**src/sv/tnt_pkg.sv**
```systemverilog
package tnt_pkg;

    // Internal edge width: coordinates wider than 30 bits are pre-shifted so
    // that every edge and UV delta fits in 31 signed bits.
    localparam int EDGE_W = 31;
    localparam int PROD_W = 62;
    localparam int ACC_W  = 63;
    localparam int MAG_W  = 62;
    localparam int NUM_W  = 80;
    localparam int DEN_W  = 63;
    localparam int QUOT_W = 32;
    localparam int NORM_W = 16;
    localparam int TAN_W  = 32;
    localparam int SQ_W   = 64;

    localparam int NORM_FRAC = 14;
    localparam int TAN_FRAC  = 16;
    localparam int LIMB_W    = 30;

    typedef struct packed {
        logic signed [EDGE_W-1:0] e1x;
        logic signed [EDGE_W-1:0] e1y;
        logic signed [EDGE_W-1:0] e1z;
        logic signed [EDGE_W-1:0] e2x;
        logic signed [EDGE_W-1:0] e2y;
        logic signed [EDGE_W-1:0] e2z;
        logic signed [EDGE_W-1:0] du1;
        logic signed [EDGE_W-1:0] dv1;
        logic signed [EDGE_W-1:0] du2;
        logic signed [EDGE_W-1:0] dv2;
        logic                     uv;
    } t_tri;

endpackage

```
**src/sv/tnt_queue.sv**
```systemverilog
module tnt_queue import tnt_pkg::*; (
    input  logic i_clk,
    input  logic i_rst_n,
    input  logic i_valid,
    output logic o_ready,
    input  t_tri i_data,
    output logic o_valid,
    input  logic i_ready,
    output t_tri o_data
);

    t_tri       r_mem [2];
    logic       r_wp;
    logic       r_rp;
    logic [1:0] r_cnt;
    logic       push;
    logic       pop;

    assign o_ready = (r_cnt != 2'd2);
    assign o_valid = (r_cnt != 2'd0);
    assign o_data  = r_mem[r_rp];
    assign push    = i_valid && o_ready;
    assign pop     = o_valid && i_ready;

    always_ff @(posedge i_clk) begin
        if (!i_rst_n) begin
            r_wp  <= 1'b0;
            r_rp  <= 1'b0;
            r_cnt <= 2'd0;
        end else begin
            if (push) begin
                r_wp <= ~r_wp;
            end
            if (pop) begin
                r_rp <= ~r_rp;
            end
            if (push && !pop) begin
                r_cnt <= r_cnt + 2'd1;
            end else if (pop && !push) begin
                r_cnt <= r_cnt - 2'd1;
            end
        end
    end

    always_ff @(posedge i_clk) begin
        if (push) begin
            r_mem[r_wp] <= i_data;
        end
    end

endmodule

```
**config.mk**
```make
export PLATFORM = sky130hd
export DESIGN_NAME = tnt_queue
export DESIGN_NICKNAME = d
export VERILOG_FILES = /design/src/sv/tnt_pkg.sv /design/src/sv/tnt_queue.sv
export SDC_FILE = /design/constraint.sdc
export NUM_CORES = 1
export LEC_CHECK = 0
export BUFFER_PORTS_ARGS = -buffer_cell sky130_fd_sc_hd__buf_2
export CAP_MARGIN = 20
export CORE_AREA = 10 10 237 239
export CTS_BUF_LIST = sky130_fd_sc_hd__clkbuf_8
export CTS_CLUSTER_DIAMETER = 80
export DETAILED_ROUTE_END_ITERATION = 10
export DIE_AREA = 0 0 247 249
export GPL_ROUTABILITY_DRIVEN = 0
export PLACE_DENSITY = 0.72
export SETUP_SLACK_MARGIN = 0.15
export SLEW_MARGIN = 20
export SYNTH_ARGS = -nofsm -noshare
export SYNTH_HDL_FRONTEND = slang
export SYNTH_SLANG_ARGS = --single-unit
```
**constraint.sdc**
```tcl
create_clock -name i_clk -period 17.1 [get_ports i_clk]
set_input_delay 3.42 -clock i_clk [delete_from_list [all_inputs] [get_ports i_clk]]
set_output_delay 3.42 -clock i_clk [all_outputs]
set_load 0.02 [all_outputs]
```
==> qor.csv, run 1 <==
stage,metric,value,unit
critical_path,Critical Path Sink Type,output pin,
outcome,status,"complete, no violations",
critical_path,Worst setup endpoint,o_data[221],
floorplan,Initial Util,0.472,
yosys,Main synth FF type,edfxtp_1,
global_route,initial antenna violation count,21,
global_route,vias in the first global route,13000,
cts,Post-CTS Setup Bufs,0,
sta,Hold Fails Final Rpt,0,
global_route,grt ovf,0,
floorplan,Die Span Y,249,um
yosys,Post-synth EDFFs,622,
yosys,Syn Inst Count,992,
critical_path,crit path cell chain,buf_12 -> mux2_4 -> buf_2,
yosys,synthesized net count,1308,
sta,Clock Skew,0.0262,ns
global_route,Total GRT Usage,0.177,
yosys,largest area contributor in the netlist,edfxtp_1,
sta,Final min period,6.72,ns
floorplan,die area,61500,um2
sta,Tcrit/Tclk final,0.393,
cts,clk_lat worst skew,0.68,ns
critical_path,Top delay family on crit path,flip-flops,
run,max cap viols,0,
power,VDD IR max,0.178,mV
detailed_routing,Iter 0 DRT Violations,679,
yosys,Synth top area share,0.773,
critical_path,"critical path fanouts, max",133,
placement,DP Wirelength,40.0,mm
critical_path,Crit. path cell count,3,
critical_path,Setup CP Type,flop to output pin,
detailed_routing,Routed Antenna Nets,0,
cells_and_area,Layout Nets,2010,
min_path,Hold Startpoint,r_cnt[1]$_SDFFE_PN0P_,
min_path,Hold WC Path Type,flop to flop,
yosys,Synth Warn #,0,
cts,post-cts repair resize count,0,
yosys,Synth Area per Inst,24.4,um2
cells_and_area,layout cells sized above 1,0.609,
detailed_routing,Wirelength per Cell,22.8,um
yosys,register area share after synthesis,0.777,
floorplan,standard-cell rows,83,
sta,Relative slew margins,0.260,
sta,setup TNS,0,ns
detailed_routing,DRC viols,0,
global_route,largest net degree at the start of global routing,134,
floorplan,Core ar.,51200,um2
yosys,Synth area leaders,"edfxtp_1 77%, mux2_4 18%, buf_12 2.7%, mux2_2 0.98%, dfxtp_1 0.41%",
critical_path,CP max-delay cell,dfxtp_4,
yosys,fraction of registers with async set/reset,0,
sta,RSZ-0062 raised after global routing,no,
critical_path,FF-to-FF End,r_mem[1][66]$_DFFE_PP_,
cells_and_area,synthesis-to-finish area growth,22.0,%
critical_path,startpoint type of the worst setup path,flop,
cts,Clock Sinks,627,
global_route,global-route wire length before repair,81.0,mm
floorplan,die width,247,um
cells_and_area,fillers,3853,
critical_path,Buf/Inv on CP,2,
sta,Fmax,149,MHz
detailed_routing,number of vias per cell,4.86,
sta,endpoints failing setup,0,
cts,root buffer cell,clkbuf_8,
critical_path,CP max stage delay,1.06,ns
sta,fin. max-slew vios,0,
placement,port buffer count,627,
cts,cts hold-fix bufs,0,
critical_path,R2R depth,5,
critical_path,flop-to-flop setup slack,12.82,ns
cts,deepest clock path buffer count,3,
critical_path,CP required,13.68,ns
detailed_routing,detailed-route via count,12000,
yosys,combined area of all synthesized cells,24200,um2
critical_path,worst path arrival time,3.30,ns
cts,CTS tree,yes,
power,pwr dens,153,nW/um2
detailed_routing,TritonRoute pass-1 iters,4,
yosys,Synth cell types,22,
critical_path,Crit Reg-Reg Startpoint,r_cnt[0]$_SDFFE_PN0P_,
power,Overall Power,4520,uW
cts,# H-tree levels,3,
cts,CTS buffer count,99,
detailed_routing,DRT Wirelength,56.2,mm
cts,"CTS clk-pin slew, worst paths",0.06,ns
power,Leakage Power,0.0116,uW
sta,worst slew pin tran,1.11,ns
yosys,post-synthesis sequential element count,627,
floorplan,Top Ports,628,
-- layer usage --
layer | track usage | vias to the layer above | wire [um]
li1 | - | 5421 | -
met1 | 0.176 | 5951 | 18700
met3 | 0.0735 | 125 | 5750
met4 | 0.0847 | 20 | 1840
met5 | 0 | - | 133
met2 | 0.311 | 483 | 29800
-- sequential cells by signal, summed over array words and instances (netlist names), named ones only --
register	flops
r_rp	1
r_mem	622
r_wp	1
r_cnt	2
-- worst register-to-register path: stages (launching register included) --
cell and delay, ns:
dfxtp_1 0.43, nand2b_4 0.20, and3_4 0.63, buf_4 0.79
buf_4 0.86, buf_4 0.95
-- cells in the final DEF, fill, tap and decap left out --
master      count
clkinv_2       17
inv_1          29
o21ai_1         1
bufinv_16       4
inv_6           2
mux2_2         21
a21bo_2         1
or2_2           1
buf_4           7
and2_1          4
clkinvlp_4      4
inv_8           1
o21ai_0         1
xor2_1          1
edfxtp_1      622
nand2b_4        1
mux2_4        290
clkinv_1       24
buf_12          2
and3_4          1
dfxtp_1         4
nand3b_1        1
clkbuf_8      101
a21boi_1        1
diode_2        13
or3_1           1
buf_2         627
xnor2_1         2
ha_1            1
dfxtp_4         1
a21boi_0        1
-- logic make-up (layout without fill, tap and decap cells) --
logic type | count (synthesis) | after routing | synth area share
other | 0 | 13 | 0
adders and majority gates | 1 | 1 | 0.000518
and+or+nand+nor | 9 | 9 | 0.00269
AOI/OAI and AO/OA | 5 | 5 | 0.00145
DFF | 627 | 627 | 0.777
buffers and inverters | 36 | 818 | 0.0275
muxes | 311 | 311 | 0.190
xor gates and xnor gates | 3 | 3 | 0.00109
-- cell type report --
| class | instances | area, um2 | area share |
|---|---|---|---|
| multi-input combinational | 329 | 4730 | 0.161 |
| timing repair buffer | 636 | 3230 | 0.110 |
| antenna | 13 | 32.5 | 0.00110 |
| clock inverter | 80 | 452 | 0.0153 |
| inverter | 1 | 11.3 | 0.000382 |
| clock buffer | 101 | 1390 | 0.0471 |
| tap | 680 | 851 | 0.0289 |
| sequential | 627 | 18800 | 0.637 |
-- cells in the mapped netlist, types with 2 or more instances --
library cell and count:
and2_1 4, buf_12 32, buf_2 2, dfxtp_1 5
edfxtp_1 622, mux2_2 21, mux2_4 290, xnor2_1 2
-- power by group --
part	leakage (uW)	switching, uW	total [uW]	internal, uW
sequential	0.00585	72.7	2000	1920
clock	0.00105	561	1170	611
combinational	0.00473	768	1350	584
-- worst min-delay path by stage --
stage	cells after the start	to	slack, ns
after CTS	2	r_cnt[1]$_SDFFE_PN0P_	0.58
after global placement	2	r_cnt[1]$_SDFFE_PN0P_	0.53
final	2	r_cnt[1]$_SDFFE_PN0P_	0.58
after detailed placement	2	r_cnt[1]$_SDFFE_PN0P_	0.57
after global routing	2	flop	0.61
after floorplan	2	r_cnt[1]$_SDFFE_PN0P_	0.51
-- metrics by stage --
stage / hold slack (ns) / utilization / area [um2] / setup slack (ns) / cells
CTS: 0.576 / 0.575 / 29500 / 10.29 / 2454
finish: 0.577 / 0.576 / 29500 / 10.38 / 2467
global route: 0.613 / 0.576 / 29500 / 10.21 / 2463
detailed placement: 0.569 / 0.539 / 27600 / 9.85 / 2273
global placement: 0.526 / 0.539 / 27600 / 9.87 / 2273
floorplan: 0.512 / - / 24200 / 5.85 / 992
No activity file was read; power rests on OpenSTA's default activity.
==> run 2, diff against run 1 <==
- ABC_AREA: default -> 1
- CORE_AREA: 10 10 237 239 -> default
- CORE_MARGIN: default -> 10
- CORE_UTILIZATION: default -> 49
- DIE_AREA: 0 0 247 249 -> default
- PLACE_DENSITY: 0.72 -> 0.78
- clock period: 17.1 -> 5.85 ns (I/O delays scaled with it)
==> run 2 against run 1 <==
Clock skew shrank 0.0066 ns. Sequential share of layout area down 0.41 points. Critical path depth is the same. Flip-flop and latch count unchanged. Final cell count increased by 0.24%. Hold slack worse by 0.074 ns. Register-to-register slack lost 9.6 ns. Wire length rose by 2.5%. Sequential power rose to 2.9 times the previous value.
==> qor.csv, run 2 <==
stage,metric,value,unit
critical_path,Crit Reg-Reg Startpoint,r_cnt[0]$_SDFFE_PN0P_,
run,max cap viols,0,
sta,RSZ-0062 raised after global routing,no,
sta,Final min period,3.95,ns
global_route,grt ovf,0,
sta,Relative slew margins,0.344,
critical_path,R2R depth,5,
outcome,status,"complete, no violations",
yosys,combined area of all synthesized cells,24200,um2
yosys,Main synth FF type,edfxtp_1,
cells_and_area,Top reg by flops,r_mem,
detailed_routing,detailed-route via count,12200,
placement,port buffer count,627,
power,VDD IR max,0.354,mV
critical_path,CP max stage delay,0.93,ns
cts,deepest clock path buffer count,3,
sta,setup TNS,0,ns
floorplan,die area,58600,um2
yosys,fraction of registers with async set/reset,0,
critical_path,Critical Path Sink Type,output pin,
yosys,Synth cell types,16,
sta,Fmax,253,MHz
power,pwr dens,439,nW/um2
placement,DP Wirelength,41.1,mm
cts,CTS buffer count,100,
sta,Tcrit/Tclk final,0.675,
yosys,Syn Inst Count,1005,
cells_and_area,synthesis-to-finish area growth,22.8,%
cells_and_area,Layout Nets,2035,
critical_path,crit path cell chain,buf_4 -> mux2_2 -> buf_2,
cells_and_area,Seq. cell area,18800,um2
detailed_routing,number of vias per cell,4.93,
global_route,initial antenna violation count,29,
yosys,largest area contributor in the netlist,edfxtp_1,
cts,"CTS clk-pin slew, worst paths",0.06,ns
yosys,post-synthesis sequential element count,627,
detailed_routing,DRC viols,0,
cells_and_area,multi-input logic area,4730,um2
global_route,Total GRT Usage,0.192,
yosys,synthesized net count,1321,
cts,cts hold-fix bufs,0,
sta,Hold Fails Final Rpt,0,
critical_path,CP max-delay cell,dfxtp_4,
cells_and_area,"most common cell after layout, fill and taps aside",buf_2,
yosys,Synth area leaders,"edfxtp_1 77%, mux2_4 18%, buf_12 2.7%, mux2_2 0.98%, dfxtp_1 0.41%",
yosys,Post-synth EDFFs,622,
power,Overall Power,13000,uW
min_path,Hold WC Path Type,flop to flop,
floorplan,die width,242,um
detailed_routing,Wirelength per Cell,23.3,um
critical_path,worst path arrival time,2.78,ns
critical_path,FF-to-FF End,r_mem[0][300]$_DFFE_PP_,
critical_path,Setup CP Type,flop to output pin,
sta,endpoints failing setup,0,
cts,Clock Sinks,627,
detailed_routing,DRT Wirelength,57.6,mm
floorplan,Top Ports,628,
cts,CTS tree,yes,
power,Leakage Power,0.0118,uW
global_route,largest net degree at the start of global routing,138,
detailed_routing,TritonRoute pass-1 iters,4,
global_route,vias in the first global route,13200,
cts,root buffer cell,clkbuf_8,
min_path,Hold Startpoint,r_rp$_SDFFE_PN0P_,
critical_path,CP required,4.68,ns
sta,Clock Skew,0.0196,ns
yosys,Post-synth top cells,"622 x edfxtp_1, 290 x mux2_4, 32 x buf_12, 21 x mux2_2, 9 x nand2_1",
yosys,Synth Warn #,0,
detailed_routing,Routed Antenna Nets,0,
cells_and_area,fillers,3504,
global_route,global-route wire length before repair,84.6,mm
cells_and_area,layout cells sized above 1,0.604,
critical_path,startpoint type of the worst setup path,flop,
floorplan,Die Span Y,242,um
cts,# H-tree levels,3,
sta,fin. max-slew vios,0,
sta,worst slew pin tran,0.983,ns
yosys,Synth top area share,0.773,
yosys,Synth Area per Inst,24.1,um2
cts,Post-CTS Setup Bufs,0,
detailed_routing,Iter 0 DRT Violations,826,
floorplan,Core ar.,48800,um2
yosys,register area share after synthesis,0.777,
critical_path,"critical path fanouts, max",45,
cells_and_area,most frequent cells in the layout,"627 x buf_2, 622 x edfxtp_1, 290 x mux2_4",
critical_path,flop-to-flop setup slack,3.24,ns
floorplan,standard-cell rows,81,
min_path,Min-Delay Path Depth,2,
cells_and_area,max reg flops,622,
cells_and_area,biggest regs,"r_mem: 622 flops, r_cnt: 2 flops",
floorplan,Initial Util,0.495,
cts,clk_lat worst skew,0.67,ns
yosys,cell with the most instances after synthesis,edfxtp_1,
sta,hold_ws,0.503,ns
cts,post-cts repair resize count,0,
[run 2: changes by cell type in the layout (fill, tap and decap cells not counted), sizes merged, moves of 2 or more]
cell	change
a21boi	-2
nor2	+8
clkinvlp	-2
clkinv	-5
buf	+11
nand2	+9
inv	+9
xnor2	-2
and2	-4
[run 2: power by group]
part	internal, uW	switching, uW	total, uW
registers	5690	205	5890
clock network	1840	1640	3490
logic	1530	2120	3650
[run 2: layer usage]
metal	wire length, um	GRT usage
met3	5600	0.0816
met1	20100	0.201
met5	164	0
met4	1820	0.0871
met2	30000	0.331
[run 2: stage by stage]
| stage | utilization | setup slack, ns | instances | cell area [um2] |
|---|---|---|---|---|
| 6_report | 0.607 | 1.90 | 2473 | 29700 |
| 5_1_grt | 0.607 | 1.74 | 2472 | 29700 |
| 4_1_cts | 0.607 | 1.78 | 2459 | 29600 |
| 3_5_place_dp | 0.569 | 2.56 | 2281 | 27800 |
| 3_3_place_gp | 0.568 | 2.55 | 2280 | 27800 |
| 2_1_floorplan | - | -0.432 | 1005 | 24200 |
[run 2: kinds of logic after synthesis]
| group | Yosys count | synth area share |
|---|---|---|
| muxes | 311 | 0.190 |
| DFF | 627 | 0.777 |
| buffers and inverters | 43 | 0.0286 |
| AOI/OAI and AO/OA | 4 | 0.000932 |
| and+or+nand+nor | 19 | 0.00311 |
| adders and majority gates | 1 | 0.000518 |
[run 2: worst max-delay path by stage]
stage / to / slack, ns / cells after the start
final: o_data[2] / 1.90 / 3
after global routing: o_data[2] / 1.74 / 3
after CTS: o_data[2] / 1.78 / 3
after detailed placement: o_data[2] / 2.56 / 3
after global placement: r_mem[1][302]$_DFFE_PP_ / 2.55 / 4
after floorplan: r_mem[0][0]$_DFFE_PP_ / -0.43 / 2
[run 2: critical path, delay by kind of cell (launching register included)]
kind	cells	cell delay [ns]
flip-flops	1	0.93
multiplexers	1	0.39
buffers and inverters	2	0.76
[run 2: layout make-up]
class	instances	area share
diodes	14	0.00118
clock buffers	102	0.0473
clock inverters	76	0.0154
inverters	8	0.00101
multi-input cells	335	0.159
flip-flops and latches	627	0.633
well taps	664	0.0280
repair buffers	647	0.115
