**src/sv/tnt_pkg.sv**
```systemverilog
package tnt_pkg;

    // Internal edge width: coordinates wider than 30 bits are pre-shifted so
    // that every edge and UV delta fits in 31 signed bits.
    localparam int EDGE_W = 31;
    localparam int PROD_W = 62;
    localparam int ACC_W  = 63;
    localparam int MAG_W  = 62;
    localparam int NUM_W  = 80;
    localparam int DEN_W  = 63;
    localparam int QUOT_W = 32;
    localparam int NORM_W = 16;
    localparam int TAN_W  = 32;
    localparam int SQ_W   = 64;

    localparam int NORM_FRAC = 14;
    localparam int TAN_FRAC  = 16;
    localparam int LIMB_W    = 30;

    typedef struct packed {
        logic signed [EDGE_W-1:0] e1x;
        logic signed [EDGE_W-1:0] e1y;
        logic signed [EDGE_W-1:0] e1z;
        logic signed [EDGE_W-1:0] e2x;
        logic signed [EDGE_W-1:0] e2y;
        logic signed [EDGE_W-1:0] e2z;
        logic signed [EDGE_W-1:0] du1;
        logic signed [EDGE_W-1:0] dv1;
        logic signed [EDGE_W-1:0] du2;
        logic signed [EDGE_W-1:0] dv2;
        logic                     uv;
    } t_tri;

endpackage

```
**src/sv/tnt_front.sv**
```systemverilog
module tnt_front import tnt_pkg::*; #(
    parameter int COORD_WIDTH = 16
) (
    input  logic                          i_clk,
    input  logic                          i_rst_n,
    input  logic                          i_valid,
    output logic                          o_ready,
    input  logic signed [COORD_WIDTH-1:0] i_pos_x,
    input  logic signed [COORD_WIDTH-1:0] i_pos_y,
    input  logic signed [COORD_WIDTH-1:0] i_pos_z,
    input  logic signed [COORD_WIDTH-1:0] i_tex_u,
    input  logic signed [COORD_WIDTH-1:0] i_tex_v,
    input  logic                          i_uv_present,
    output logic                          o_tri_valid,
    input  logic                          i_tri_ready,
    output t_tri                          o_tri
);

    localparam int W  = COORD_WIDTH;
    localparam int K  = (W > 30) ? W - 30 : 0;
    localparam int DW = W + 2;

    logic [1:0]           r_cnt;
    logic signed [W-1:0]  r_c0 [5];
    logic signed [W-1:0]  r_c1 [5];
    logic signed [W-1:0]  cur  [5];
    logic                 accept;

    // Difference of two coordinates, truncated toward zero by K bits.
    function automatic logic signed [EDGE_W-1:0] delta(input logic signed [W-1:0] x,
                                                       input logic signed [W-1:0] y);
        logic signed [DW-1:0] d;
        logic [DW-1:0]        m;
        d = DW'(x) - DW'(y);
        m = d[DW-1] ? DW'(-d) : DW'(d);
        m = m >> K;
        if (d[DW-1]) begin
            d = -$signed(m);
        end else begin
            d = $signed(m);
        end
        return EDGE_W'(d);
    endfunction

    assign cur[0] = i_pos_x;
    assign cur[1] = i_pos_y;
    assign cur[2] = i_pos_z;
    assign cur[3] = i_tex_u;
    assign cur[4] = i_tex_v;

    assign o_ready     = (r_cnt != 2'd2) || i_tri_ready;
    assign accept      = i_valid && o_ready;
    assign o_tri_valid = i_valid && (r_cnt == 2'd2);

    always_comb begin
        o_tri.e1x = delta(r_c1[0], r_c0[0]);
        o_tri.e1y = delta(r_c1[1], r_c0[1]);
        o_tri.e1z = delta(r_c1[2], r_c0[2]);
        o_tri.e2x = delta(cur[0], r_c0[0]);
        o_tri.e2y = delta(cur[1], r_c0[1]);
        o_tri.e2z = delta(cur[2], r_c0[2]);
        o_tri.du1 = delta(r_c1[3], r_c0[3]);
        o_tri.dv1 = delta(r_c1[4], r_c0[4]);
        o_tri.du2 = delta(cur[3], r_c0[3]);
        o_tri.dv2 = delta(cur[4], r_c0[4]);
        o_tri.uv  = i_uv_present;
    end

    always_ff @(posedge i_clk) begin
        if (!i_rst_n) begin
            r_cnt <= 2'd0;
        end else if (accept) begin
            r_cnt <= (r_cnt == 2'd2) ? 2'd0 : r_cnt + 2'd1;
        end
    end

    always_ff @(posedge i_clk) begin
        if (accept && r_cnt == 2'd0) begin
            r_c0 <= cur;
        end
        if (accept && r_cnt == 2'd1) begin
            r_c1 <= cur;
        end
    end

endmodule

```
**config.mk**
```make
export PLATFORM = sky130hd
export DESIGN_NAME = tnt_front
export DESIGN_NICKNAME = d
export VERILOG_FILES = /design/src/sv/tnt_pkg.sv /design/src/sv/tnt_front.sv
export SDC_FILE = /design/constraint.sdc
export NUM_CORES = 1
export LEC_CHECK = 0
export BUFFER_PORTS_ARGS = -buffer_cell sky130_fd_sc_hd__buf_2
export CORE_ASPECT_RATIO = 1.25
export CORE_MARGIN = 4
export CORE_UTILIZATION = 54
export DETAILED_ROUTE_END_ITERATION = 16
export PLACE_DENSITY = 0.9
export RECOVER_POWER = 100
export SYNTH_ARGS = -nofsm -noshare
export SYNTH_HDL_FRONTEND = slang
export SYNTH_SLANG_ARGS = --single-unit
```
**constraint.sdc**
```tcl
create_clock -name i_clk -period 6.5 [get_ports i_clk]
set_input_delay 0.325 -clock i_clk [delete_from_list [all_inputs] [get_ports i_clk]]
set_output_delay 0.325 -clock i_clk [all_outputs]
set_load 0.05 [all_outputs]
```
==> results of run 1 <==
## power groups by stage
stage / Combinational [W] / Clock (W) / Sequential, W
6_report: 0.00471 / 0.00102 / 0.00124
5_1_grt: 0.00506 / 0.00107 / 0.00125
4_1_cts: 0.00479 / 0.00103 / 0.00124
3_5_place_dp: 0.00476 / 0 / 0.00126
3_3_place_gp: 0.00471 / 0 / 0.00125
2_1_floorplan: 0.00397 / 0 / 0.00126
## how the worst max path moves through the flow
| stage | to | start | cells past startpoint |
|---|---|---|---|
| after floorplan | o_tri[141] | r_c0[34] | 18 |
| after global placement | o_tri[265] | r_c0[48] | 15 |
| after detailed placement | o_tri[265] | r_c0[48] | 15 |
| after CTS | o_tri[268] | r_c0[48] | 13 |
| after global routing | o_tri[242] | r_c0[33] | 13 |
| final | o_tri[110] | r_c1[16] | 21 |
## per-layer routing
| layer | global-route usage (%) | share of wire [%] | vias to the layer above |
|---|---|---|---|
| met1 | 29.32 | 39 | 11470 |
| met4 | 10.37 | 3.3 | 0 |
| met2 | 46.58 | 51 | 824 |
| li1 | - | - | 12020 |
| met5 | 0 | 0 | - |
| met3 | 4.184 | 6.5 | 148 |
## layout make-up
type | instances | share of cell area, %
multi-input combinational | 2601 | 67.80
timing repair buffer | 412 | 6.563
clock buffer | 18 | 1.626
antenna | 3 | 0.02845
sequential | 162 | 18.36
tap | 578 | 2.741
inverter | 162 | 2.305
clock inverter | 14 | 0.5785
## cells by family after synthesis
group / synth area share (%)
AND/OR/NAND/NOR: 23.48
XOR/XNOR: 11.75
multiplexers: 2.089
AO/OA/AOI/OAI: 25.24
flip-flops: 19.59
adder cells (fa/ha/maj): 9.914
buffers and inverters: 7.946
## metrics by stage
step	cells	power, W	hold slack (ps)	area [µm²]
after detailed placement	3915	0.006021	533.2	26230
after CTS	3947	0.007055	36.63	26810
after floorplan	3151	0.005231	423.9	24740
after global routing	3949	0.007379	63.95	26380
final	3950	0.006969	73.62	26390
after global placement	3915	0.005968	527.0	26230
## flip-flops by register name, indices dropped and copies added, names as in the netlist
signal  flops
r_c0       80
r_c1       80
r_cnt       2
## cell usage in the layout (no fill, tap or decap), types with 17 or more instances in the layout
master / instances
nor4_1: 30
inv_1: 162
mux2i_1: 46
clkbuf_16: 17
o31ai_1: 30
xor2_1: 99
nor3b_1: 24
o211ai_1: 37
nor2_1: 279
a21oi_1: 202
a21o_1: 64
nand4_1: 41
a31oi_1: 35
xnor2_1: 231
o21ai_0: 159
and2_1: 47
and3_1: 58
or2_2: 18
nor2b_1: 39
clkbuf_2: 73
o21a_1: 42
or3_1: 49
o21ai_1: 23
clkbuf_1: 289
nand2_1: 229
o2111ai_1: 21
nor3_1: 97
nand2b_1: 48
buf_2: 39
ha_1: 180
edfxtp_1: 160
a211oi_1: 42
nand3_1: 80
==> reports/metrics.csv, run 1 <==
stage,metric,value,unit
critical_path,r2r startpoint,r_cnt[1],
cells_and_area,fill count,4205,
pwr,VDD IR-drop max,220.6,µV
route,Total Wirelength,66.42,mm
hold_path,worst hold stages,2,
flow_run,max cap viols,3,
global_routing,antenna violations before repair,2,
cells_and_area,final core utilization,58.41,%
floorplanning,Core Area,0.04517,mm²
outcome,run status,"finished, violations left",
logic_synthesis,most common cell in the netlist,nor2_1,
sta,setup violators final,0,
logic_synthesis,most common flop cell mapped by yosys,edfxtp_1,
cells_and_area,share of cells above drive strength 1,6.560,%
placed_design,global placer's final weighted congestion,0.9552,
critical_path,critical path endpoint category,output port,
cells_and_area,Sequential Area,0.004845,mm²
critical_path,Worst R2R Path Depth,3,
pwr,Net Sw Frac,56.86,%
clock_tree,CTS root buf,clkbuf_16,
placed_design,IO Port Bufs,395,
sta,Setup TNS,0,ps
cells_and_area,area of the multi-input gates,0.01789,mm²
sta,"Slew Viols, Final",166,
clock_tree,CTS sink cnt,162,
pwr,Cell Int Power,0.003006,W
outcome,failing checks,"max-capacitance violations, max-slew violations",
global_routing,GRT Total Usage,25.48,%
critical_path,Worst R2R End,r_c0[31],
global_routing,first-pass GRT wire length,106.8,mm
global_routing,remaining global-route overflow,0,
sta,final worst path period share,92.84,%
hold_path,Hold Path Class,input port to flop,
critical_path,CP cell instances,inv_1 > ha_1 > fa_1 > nor2b_4 > o31a_1 > o21ai_1 > a21oi_1 > nor2_1 > buf_4 > nor2_1 > a21oi_1 > ha_1 > inv_1 > nor4_1 > a22oi_1 > a22oi_1 > nand3_1 > o311ai_0 > nand2_1 > a31oi_1 > clkbuf_1,
route,Pre-antenna DRT Iters,7,
clock_tree,Skew-Pair Late Insertion Delay,460,ps
logic_synthesis,Synth cell types,107,
route,wire per inst,16.82,µm
critical_path,crit-path max FO,24,
critical_path,Setup Crit Path Kind,flop to output port,
hold_path,hold path start,i_rst_n,
sta,fin crit period,6035,ps
clock_tree,register clock-pin slew on the reported worst setup and hold paths,70,ps
sta,Final Hold Fails,0,
route,1st-iter DRT viols,1366,
logic_synthesis,synth warn,0,
pwr,register share of total power,17.8,%
sta,clock skew,18.62,ps
critical_path,crit path buf inv count,4,
clock_tree,H-tree lvl count,4,
critical_path,crit-path max cell delay,520,ps
sta,RSZ-0062 raised after global routing,no,
hold_path,hold endpoint,r_cnt[0],
floorplanning,I/O pins,398,
logic_synthesis,post-synthesis instance area,0.02474,mm²
logic_synthesis,Mapped Nets,3426,
logic_synthesis,top post-synthesis cells by area,"edfxtp_1 19%, ha_1 9.1%, xnor2_1 8.2%",
clock_tree,Post-CTS Setup Bufs,0,
logic_synthesis,commonest cells in the netlist,"280 x nor2_1, 231 x xnor2_1, 229 x nand2_1",
logic_synthesis,"EDFF count, synth",160,
global_routing,largest net degree at the start of global routing,82,
logic_synthesis,post-synth top area share,19.42,%
clock_tree,total CTS buffers,17,
clock_tree,CTS max path bufs,2,
critical_path,Critical Path Slowest Stage Cell,clkbuf_1,
cells_and_area,post-layout net count,3631,
pwr,clock share of power,14.6,%
floorplanning,Site Rows,87,
pwr,Power Dens Cells,264.1,mW/mm²
sta,Slew @ Worst Pin,4918,ps
placed_design,DPL Wire Length,52.75,mm
clock_tree,post-CTS sizing,0,
pwr,P_sw,0.003963,W
logic_synthesis,"Seq/Total Area, Yosys",19.59,%
route,via count of the routed design,24460,
placed_design,Place WS,1285,ps
critical_path,Critical Path Start Type,flop,
clock_tree,CTS tree,yes,
sta,Slew headroom,-227.9,%
logic_synthesis,Post-synth ARST share,0,%
route,DRC Markers,0,
sta,fmax,165.7,MHz
logic_synthesis,Avg Inst Size Synth,7.850,µm²
logic_synthesis,Yosys reg bits,162,
route,Detail Route Antenna Nets,0,
logic_synthesis,largest area contributor in the netlist,edfxtp_1,
critical_path,R2R Setup Slk,1720,ps
critical_path,cell family with most CP delay,compound AO/OA/AOI/OAI gates,
logic_synthesis,Synth Instances,3151,
critical_path,Worst Path Required,6170,ps
route,drt via density,6.191,
pwr,cell leakage power,10.26,nW
sta,setup slack after layout,465.1,ps
floorplanning,Initial Util,54.76,%
floorplanning,Die Ht,247.3,µm
floorplanning,total die area,0.04932,mm²
global_routing,number of global-route vias before repair,22750,
cells_and_area,Area Overhead vs Synth,6.672,%
clock_tree,CTS hold repair buffers,0,
floorplanning,Die W,199.4,µm
pwr,Logic pwr share,67.6,%
critical_path,Critical Path AT,5710,ps
Note: power is estimated with default switching activity, not from simulation.
==> run 2, diff against run 1 <==
--- a/config.mk
+++ b/config.mk
@@ -5,7 +5,7 @@
 export SDC_FILE = /design/constraint.sdc
 export NUM_CORES = 1
 export LEC_CHECK = 0
-export BUFFER_PORTS_ARGS = -buffer_cell sky130_fd_sc_hd__buf_2
+export BUFFER_PORTS_ARGS = -buffer_cell sky130_fd_sc_hd__clkbuf_2
 export CORE_ASPECT_RATIO = 1.25
 export CORE_MARGIN = 4
 export CORE_UTILIZATION = 54
==> run 2 against run 1 <==
  * The run still ends with max-capacitance violations, max-slew violations left
  * Wire length increased by 0.32%
  * Total power increased by 0.17%
  * Global-route usage decreased by 0.19 points
  * Sequential share of layout area about the same
  * Worst setup slack got worse by 140 ps
  * Maximum frequency decreased by 2.3%
  * Sequential power about the same
  * Combinational power about the same
  * Die area unchanged
  * Highest routed layer unchanged
==> reports/metrics.csv, run 2 (synthesis results as in run 1) <==
stage,metric,value,unit,change
outcome,run status,"finished, violations left",,unchanged
outcome,failing checks,"max-capacitance violations, max-slew violations",,unchanged
cells_and_area,Area Overhead vs Synth,6.485,%,was 6.672%
pwr,cell leakage power,10.05,nW,was 10.26 nW
critical_path,Critical Path AT,5850,ps,was 5710 ps
route,DRC Markers,0,,unchanged
route,drt via density,6.185,,was 6.191
global_routing,remaining global-route overflow,0,,unchanged
pwr,Power Dens Cells,265.0,mW/mm²,was 264.1 mW/mm²
cells_and_area,post-layout net count,3635,,was 3631
sta,fmax,162.0,MHz,was 165.7 MHz
critical_path,Worst Path Required,6170,ps,about the same
clock_tree,CTS max path bufs,2,,unchanged
sta,setup violators final,0,,unchanged
cells_and_area,fill count,4151,,was 4205
floorplanning,Initial Util,54.76,%,unchanged
global_routing,antenna violations before repair,1,,was 2
sta,Slew headroom,-233.5,%,was -227.9%
cells_and_area,share of cells above drive strength 1,4.390,%,was 6.560%
clock_tree,Post-CTS Setup Bufs,0,,unchanged
flow_run,max cap viols,3,,unchanged
floorplanning,Core Area,0.04517,mm²,unchanged
route,via count of the routed design,24450,,was 24460
placed_design,global placer's final weighted congestion,0.9447,,was 0.9552
critical_path,CP cell instances,ha_1 > fa_1 > nor2b_4 > o31a_1 > o21ai_1 > a21oi_1 > or2_0 > a22oi_1 > o31ai_1 > o21ai_0 > or3b_1 > o21ai_1 > xor2_1 > clkbuf_2,,was inv_1 > ha_1 > fa_1 > nor2b_4 > o31a_1 > o21ai_1 > a21oi_1 > nor2_1 > buf_4 > nor2_1 > a21oi_1 > ha_1 > inv_1 > nor4_1 > a22oi_1 > a22oi_1 > nand3_1 > o311ai_0 > nand2_1 > a31oi_1 > clkbuf_1
critical_path,Setup Crit Path Kind,flop to output port,,unchanged
critical_path,Most common cell on crit path,o21ai_1,,
global_routing,largest net degree at the start of global routing,82,,unchanged
placed_design,IO Port Bufs,395,,unchanged
floorplanning,I/O pins,398,,unchanged
clock_tree,post-CTS sizing,0,,unchanged
route,Detail Route Antenna Nets,0,,unchanged
placed_design,Place WS,1304,ps,was 1285 ps
critical_path,crit-path max FO,12,,was 24
clock_tree,total CTS buffers,17,,unchanged
sta,RSZ-0062 raised after global routing,no,,unchanged
clock_tree,register clock-pin slew on the reported worst setup and hold paths,70,ps,about the same
clock_tree,Skew-Pair Late Insertion Delay,470,ps,was 460 ps
critical_path,critical path endpoint category,output port,,unchanged
cells_and_area,Largest regs,"r_c0 x80, r_c1 x80, r_cnt x2",,unchanged
sta,fin crit period,6174,ps,was 6035 ps
clock_tree,CTS tree,yes,,unchanged
clock_tree,CTS hold repair buffers,0,,unchanged
route,Pre-antenna DRT Iters,7,,unchanged
critical_path,cell family with most CP delay,compound AO/OA/AOI/OAI gates,,unchanged
placed_design,DPL Wire Length,52.73,mm,was 52.75 mm
sta,Slew @ Worst Pin,5003,ps,was 4918 ps
route,1st-iter DRT viols,1238,,was 1366
route,wire per inst,16.86,µm,was 16.82 µm
critical_path,Critical Path Start Type,flop,,unchanged
sta,setup slack after layout,325.5,ps,was 465.1 ps
hold_path,Hold Path Class,input port to flop,,unchanged
floorplanning,total die area,0.04932,mm²,unchanged
cells_and_area,"commonest cells after routing, fill and taps aside","363 x clkbuf_1, 279 x nor2_1, 231 x xnor2_1",,"was 289 x clkbuf_1, 279 x nor2_1, 231 x xnor2_1"
sta,clock skew,11.80,ps,was 18.62 ps
cells_and_area,"most common cell after layout, fill and taps aside",clkbuf_1,,unchanged
global_routing,GRT Total Usage,25.29,%,was 25.48%
sta,"Slew Viols, Final",165,,was 166
pwr,VDD IR-drop max,238.3,µV,was 220.6 µV
sta,Setup TNS,0,ps,unchanged
floorplanning,Site Rows,87,,unchanged
sta,Final Hold Fails,0,,unchanged
critical_path,crit-path max cell delay,720,ps,was 520 ps
clock_tree,H-tree lvl count,4,,unchanged
floorplanning,Die Ht,247.3,µm,unchanged
floorplanning,Die W,199.4,µm,unchanged
clock_tree,CTS root buf,clkbuf_16,,unchanged
route,Total Wirelength,66.63,mm,was 66.42 mm
global_routing,number of global-route vias before repair,22560,,was 22750
critical_path,crit path buf inv count,1,,was 4
critical_path,Critical Path Slowest Stage Cell,or2_0,,was clkbuf_1
global_routing,first-pass GRT wire length,105.5,mm,was 106.8 mm
sta,final worst path period share,94.99,%,was 92.84%
clock_tree,CTS sink cnt,162,,unchanged
==> run 2: layout make-up <==
class	instances	area (µm²)	share of cell area [%]
flip-flops and latches	162	4845	18.39
inverters	162	608.1	2.309
clock inverters	12	156.4	0.5938
repair buffers	416	1672	6.346
well taps	578	723.2	2.746
diodes	3	7.507	0.02850
clock buffers	18	429.2	1.629
multi-input cells	2601	17900	67.96
==> run 2: per-layer routing <==
metal / wire length, µm / vias up / track usage (%)
li1: - / 12010 / -
met5: 0 / - / 0
met3: 4208 / 150 / 4.334
met1: 26370 / 11490 / 28.62
met4: 2067 / 0 / 9.792
met2: 33990 / 796 / 46.92
==> run 2: worst reg2reg max path, delay by kind of cell (launching register included) <==
kind          cells  cell delay [ps]
buf+inv           1             3470
flops             1              400
simple gates      2              190
==> run 2: path summary, 6_finish.rpt <==
check             cells past startpoint    endpoint     start  slack (ps)
hold reg to reg                       2    r_cnt[1]  r_cnt[1]         630
hold / removal                        2    r_cnt[0]   i_rst_n          70
setup reg to reg                      3    r_c1[19]  r_cnt[0]        1810
setup / recovery                     14  o_tri[109]  r_c0[16]         330
==> run 2: per-stage QoR <==
stage	total power [W]	area [µm²]	hold WS (ps)	std cells	utilization (%)
3_5_place_dp	0.006034	26260	538.8	3919	58.12
5_1_grt	0.007376	26340	76.23	3951	58.30
2_1_floorplan	0.005231	24740	423.9	3151	-
3_3_place_gp	0.005981	26260	533.9	3919	58.12
4_1_cts	0.007081	26840	41.93	3949	59.42
6_report	0.006981	26340	73.67	3952	58.31
==> run 2: report_power, final <==
part,switching (W),total (W),internal [W]
Combinational,0.00351,0.00471,0.00120
Sequential,0.0000190,0.00124,0.00122
Clock,0.000430,0.00103,0.000600
